==> config.mk <==
export PLATFORM = sky130hd
export DESIGN_NAME = qvr_round_sat
export DESIGN_NICKNAME = d
export VERILOG_FILES = /design/src/hw/rtl/qvr_pkg.sv /design/src/hw/rtl/qvr_round_sat.sv
export SDC_FILE = /design/constraint.sdc
export NUM_CORES = 1
export LEC_CHECK = 0
export ABC_CLOCK_PERIOD_IN_PS = 3130
export BUFFER_PORTS_ARGS = -buffer_cell sky130_fd_sc_hd__buf_2
export CORE_MARGIN = 8
export CORE_UTILIZATION = 40
export CTS_BUF_LIST = sky130_fd_sc_hd__clkbuf_4
export CTS_CLUSTER_SIZE = 30
export DETAILED_ROUTE_END_ITERATION = 8
export HOLD_SLACK_MARGIN = 0.12
export PLACE_DENSITY_LB_ADDON = 0.05
export SLEW_MARGIN = 10
export SYNTH_ARGS = -nofsm -noshare
export SYNTH_HDL_FRONTEND = slang
export SYNTH_SLANG_ARGS = --single-unit
==> constraint.sdc <==
create_clock -name i_clk -period 3.13 [get_ports i_clk]
set_input_delay 0.4695 -clock i_clk [delete_from_list [all_inputs] [get_ports i_clk]]
set_output_delay 0.4695 -clock i_clk [all_outputs]
set_load 0.1 [all_outputs]
==> src/hw/rtl/qvr_pkg.sv <==
// Types, widths and helper functions of the quaternion vector rotation datapath.
// Used by every module of the block; depends on nothing.
package qvr_pkg;

    localparam int DW   = 16;        // width of every input and output component
    localparam int P1W  = 2 * DW;    // product of two inputs
    localparam int S1W  = P1W + 2;   // sum of three such products
    localparam int P2W  = S1W + DW;  // first-pass sum times a quaternion component
    localparam int S2W  = P2W + 2;   // sum of four such products
    localparam int FRAC = 28;        // Q2.14 times Q2.14 scale

    localparam logic signed [DW-1:0] OUT_MAX = {1'b0, {(DW-1){1'b1}}};
    localparam logic signed [DW-1:0] OUT_MIN = {1'b1, {(DW-1){1'b0}}};

    typedef logic signed [DW-1:0]  t_comp;
    typedef logic signed [P1W-1:0] t_prod1;
    typedef logic signed [S1W-1:0] t_sum1;
    typedef logic signed [P2W-1:0] t_prod2;
    typedef logic signed [S2W-1:0] t_sum2;

    typedef struct packed {
        t_comp w;
        t_comp x;
        t_comp y;
        t_comp z;
    } t_quat;

    typedef struct packed {
        t_comp x;
        t_comp y;
        t_comp z;
    } t_vec;

    // q * v, the pure vector taken as a quaternion.
    typedef struct packed {
        t_sum1 w;
        t_sum1 x;
        t_sum1 y;
        t_sum1 z;
    } t_pquat;

    // Vector part of (q * v) * conj(q), still scaled by 2^28.
    typedef struct packed {
        t_sum2 x;
        t_sum2 y;
        t_sum2 z;
    } t_rvec;

    typedef struct packed {
        logic  clip;
        t_comp val;
    } t_sat;

    // Round to nearest with ties toward plus infinity, drop the fraction, saturate.
    function automatic t_sat round_sat(input t_sum2 v);
        t_sum2 biased;
        t_sum2 whole;
        t_sat  res;
        biased = v + (t_sum2'(1) <<< (FRAC - 1));
        whole  = biased >>> FRAC;
        if (whole > t_sum2'(OUT_MAX)) begin
            res.clip = 1'b1;
            res.val  = OUT_MAX;
        end else if (whole < t_sum2'(OUT_MIN)) begin
            res.clip = 1'b1;
            res.val  = OUT_MIN;
        end else begin
            res.clip = 1'b0;
            res.val  = whole[DW-1:0];
        end
        return res;
    endfunction

endpackage

==> src/hw/rtl/qvr_round_sat.sv <==
// Output stage: rounds the 2^28-scaled components, saturates them and flags clipping.
// Uses round_sat and the types of qvr_pkg; holds the result register of the block.
module qvr_round_sat (
    input  logic                   i_clk,
    input  logic                   i_rst_n,
    input  logic                   i_valid,
    output logic                   o_ready,
    input  qvr_pkg::t_rvec         i_r,
    output logic                   o_valid,
    input  logic                   i_ready,
    output qvr_pkg::t_comp         o_rot_x,
    output qvr_pkg::t_comp         o_rot_y,
    output qvr_pkg::t_comp         o_rot_z,
    output logic                   o_clipped
);
    import qvr_pkg::*;

    logic  r_vld;
    logic  en;
    t_sat  sat_x, sat_y, sat_z;
    t_comp r_rot_x, r_rot_y, r_rot_z;
    logic  r_clipped;

    assign en      = !r_vld || i_ready;
    assign o_ready = en;
    assign o_valid = r_vld;

    assign sat_x = round_sat(i_r.x);
    assign sat_y = round_sat(i_r.y);
    assign sat_z = round_sat(i_r.z);

    always_ff @(posedge i_clk) begin
        if (!i_rst_n) begin
            r_vld <= 1'b0;
        end else if (en) begin
            r_vld <= i_valid;
        end
    end

    always_ff @(posedge i_clk) begin
        if (en && i_valid) begin
            r_rot_x   <= sat_x.val;
            r_rot_y   <= sat_y.val;
            r_rot_z   <= sat_z.val;
            r_clipped <= sat_x.clip | sat_y.clip | sat_z.clip;
        end
    end

    assign o_rot_x   = r_rot_x;
    assign o_rot_y   = r_rot_y;
    assign o_rot_z   = r_rot_z;
    assign o_clipped = r_clipped;

endmodule

==> results by group <==
Run status
  – Status: finished, final reports clean

Detailed routing
  – Initial DRT Pass Iterations: 5
  – DR vias: 3230
  – Avg WL per Cell: 15.3 um
  – DRC: 0
  – Drt total wl: 9140 um
  – Via density: 5.40
  – DRC violation total after the first TritonRoute iteration: 152
  – Post-DRT Antenna Nets: 0

Synth
  – Syn Area/Cell: 9.68 um2
  – Ys async rst share: 0
  – Main flop type after synthesis: edfxtp_1
  – Yosys reg bits: 50
  – Mapped cell area: 3430 um2
  – Sequential fraction of the synthesis area: 0.435
  – Post-Syn Instances: 354
  – EDFF count, synth: 49
  – Netlist cell types: 54
  – Syn_nets: 517
  – Synth Warn #: 0

Power
  – Leakage: 1.62 nW
  – PD cells: 404 nW/um2
  – Peak VDD IR: 171 uV

Floorplan
  – Die X-Extent: 109 um
  – Die area: 11800 um2
  – Area of the core: 8260 um2
  – I/O pin count: 211
  – Die Ht: 109 um
  – Row cnt: 33
  – Initial core utilization: 0.415

Timing
  – Fin Hold WS: 0.350 ns
  – Max-slew violations: 0
  – Max Fclk: 0.386 GHz
  – Setup violations, final: 0
  – Final Cycle Share: 0.828
  – RSZ-0062 raised after global routing: false
  – Post-layout min period: 2.59 ns
  – Hold Vio Cnt, Final: 0
  – Final Skew: 0.00655 ns
  – Setup_tns: 0 ns
  – Relative slew slack: 0.660
  – Worst-margin pin slew: 0.505 ns

Placed design
  – DP HPWL: 7540 um
  – I/O Buffers: 129
  – GPL Wtd Cong: 0.864

Clocking
  – # clock sinks: 50
  – Hold_buf cts: 0
  – Root Buffer: clkbuf_4
  – Clk_lat worst skew: 0.36 ns
  – Post CTS Setup Buffer Count: 0
  – # resized after CTS: 0
  – CTS clk-pin slew, worst paths: 0.14 ns
  – H-tree Lvls: 2
  – CTS tree: yes
  – CTS buffer count: 5
  – CTS max path bufs: 2

Setup path
  – CP endpoint kind: flip-flop
  – Data required time at the worst endpoint: 3.24 ns
  – Startpoint types: input port
  – CP max FO: 4
  – R2r startpoint: o_valid
  – CP arrival: 2.70 ns
  – WS Path Type: input port to flip-flop
  – Worst Setup SP: i_r[27]

GRT
  – First-pass GRT wire length: 14400 um
  – Met3 GRT Util: 0.0351
  – Most Crowded Layer GR: met2
  – Initial antenna violation count: 0
  – Largest net degree at the start of global routing: 20
  – Total track usage: 0.151
  – Total congestion overflow: 0
  – Vias in the first global route: 3159
  – Met2 GRT Util: 0.257
  – GR Util met1: 0.185

Final layout
  – Synthesis-to-finish area growth: 26.5%
  – Filler cells: 835
  – Final Core Density: 0.525
  – Antenna Cells: 0
  – Nets@finish: 655
  – Layout cells sized above 1: 0.327

Min path
  – Worst min path class: input port to flip-flop
  – Hold path start: i_rst_n

Job
  – Max-cap violations: 0
-- worst max-delay path: stages --
cell and delay [ns]:
buf_2 0.11, ha_1 0.18, nand3_1 0.20, nor4_2 0.56, nand3_1 0.16, xnor2_1 0.24, o21bai_1 0.20, nand2_1 0.08
or4b_1 0.52
-- cell type report --
class,instances,area [um2],area share
Inverter,10,37.5,0.00866
Sequential cell,50,1490,0.344
Clock buffer,6,45.0,0.0104
Multi-Input combinational cell,282,1840,0.426
Clock inverter,2,33.8,0.00779
Tap cell,105,131,0.0303
Timing Repair Buffer,143,751,0.173
-- synthesized netlist by cell type, drive strengths merged (4+ instances only) --
library cell,n,area (um2)
nand2,23,86.3
inv,10,37.5
o21ai,45,225
nor4,9,75.1
clkbuf,8,30.0
buf,4,25.0
o22ai,4,25.0
nor3,12,65.1
nor2,18,67.6
a21oi,5,25.0
a31oi,6,37.5
or3,4,25.0
and3,10,62.6
nand3,31,155
nand4,15,115
edfxtp,49,1470
xnor2,30,263
xor2,21,184
and4,10,87.6
-- metal layers --
layer	wire length, um	vias to the layer above
met4	106	0
met5	0	-
li1	-	1631
met1	3960	1475
met3	733	11
met2	4340	113
-- worst paths after layout --
check / slack (ns) / to / cells after the start
min reg2reg: 0.55 / o_valid / 2
max reg2reg: 1.63 / o_rot_z[9] / 3
min: 0.35 / o_valid / 2
max: 0.54 / o_clipped / 9
-- kinds of logic (layout without fill, tap and decap cells) --
kind of cell	Yosys count	after routing	synth area share
and+or+nand+nor	146	146	0.249
AOI/OAI and AO/OA	81	81	0.144
xor gates and xnor gates	51	51	0.130
DFF	50	50	0.435
buffers and inverters	22	161	0.0270
adders and majority gates	3	3	0.0110
muxes	1	1	0.00292
-- cell usage in the layout (no fill, tap or decap), types with 13 or more instances in the layout --
cell	n
buf_4	14
xor2_1	21
buf_2	129
o21ai_0	45
nand3_1	31
nand4_1	13
nor2_1	18
xnor2_1	30
nand2_1	23
edfxtp_1	49
-- per-stage QoR --
stage / cell area [um2] / setup WS [ns] / cells / total power, W
after floorplan: 3430 / 0.225 / 354 / 0.00123
after global placement: 4260 / 0.160 / 590 / 0.00139
after detailed placement: 4260 / 0.127 / 590 / 0.00139
after CTS: 4330 / 0.542 / 598 / 0.00177
after global routing: 4330 / 0.386 / 598 / 0.00183
final: 4330 / 0.539 / 598 / 0.00175
-- sequential cells by signal (all words and copies together), names as in the netlist --
signal,cells
o_rot_x,16
o_rot_y,16
o_rot_z,16
o_clipped,1
o_valid,1
-- where the power goes --
group	internal, W	switching, W
logic	0.000126	0.000453
clock network	0.000175	0.000201
registers	0.000786	0.0000104
total	0.00109	0.000664
Note: power is estimated with default switching activity, not from simulation.
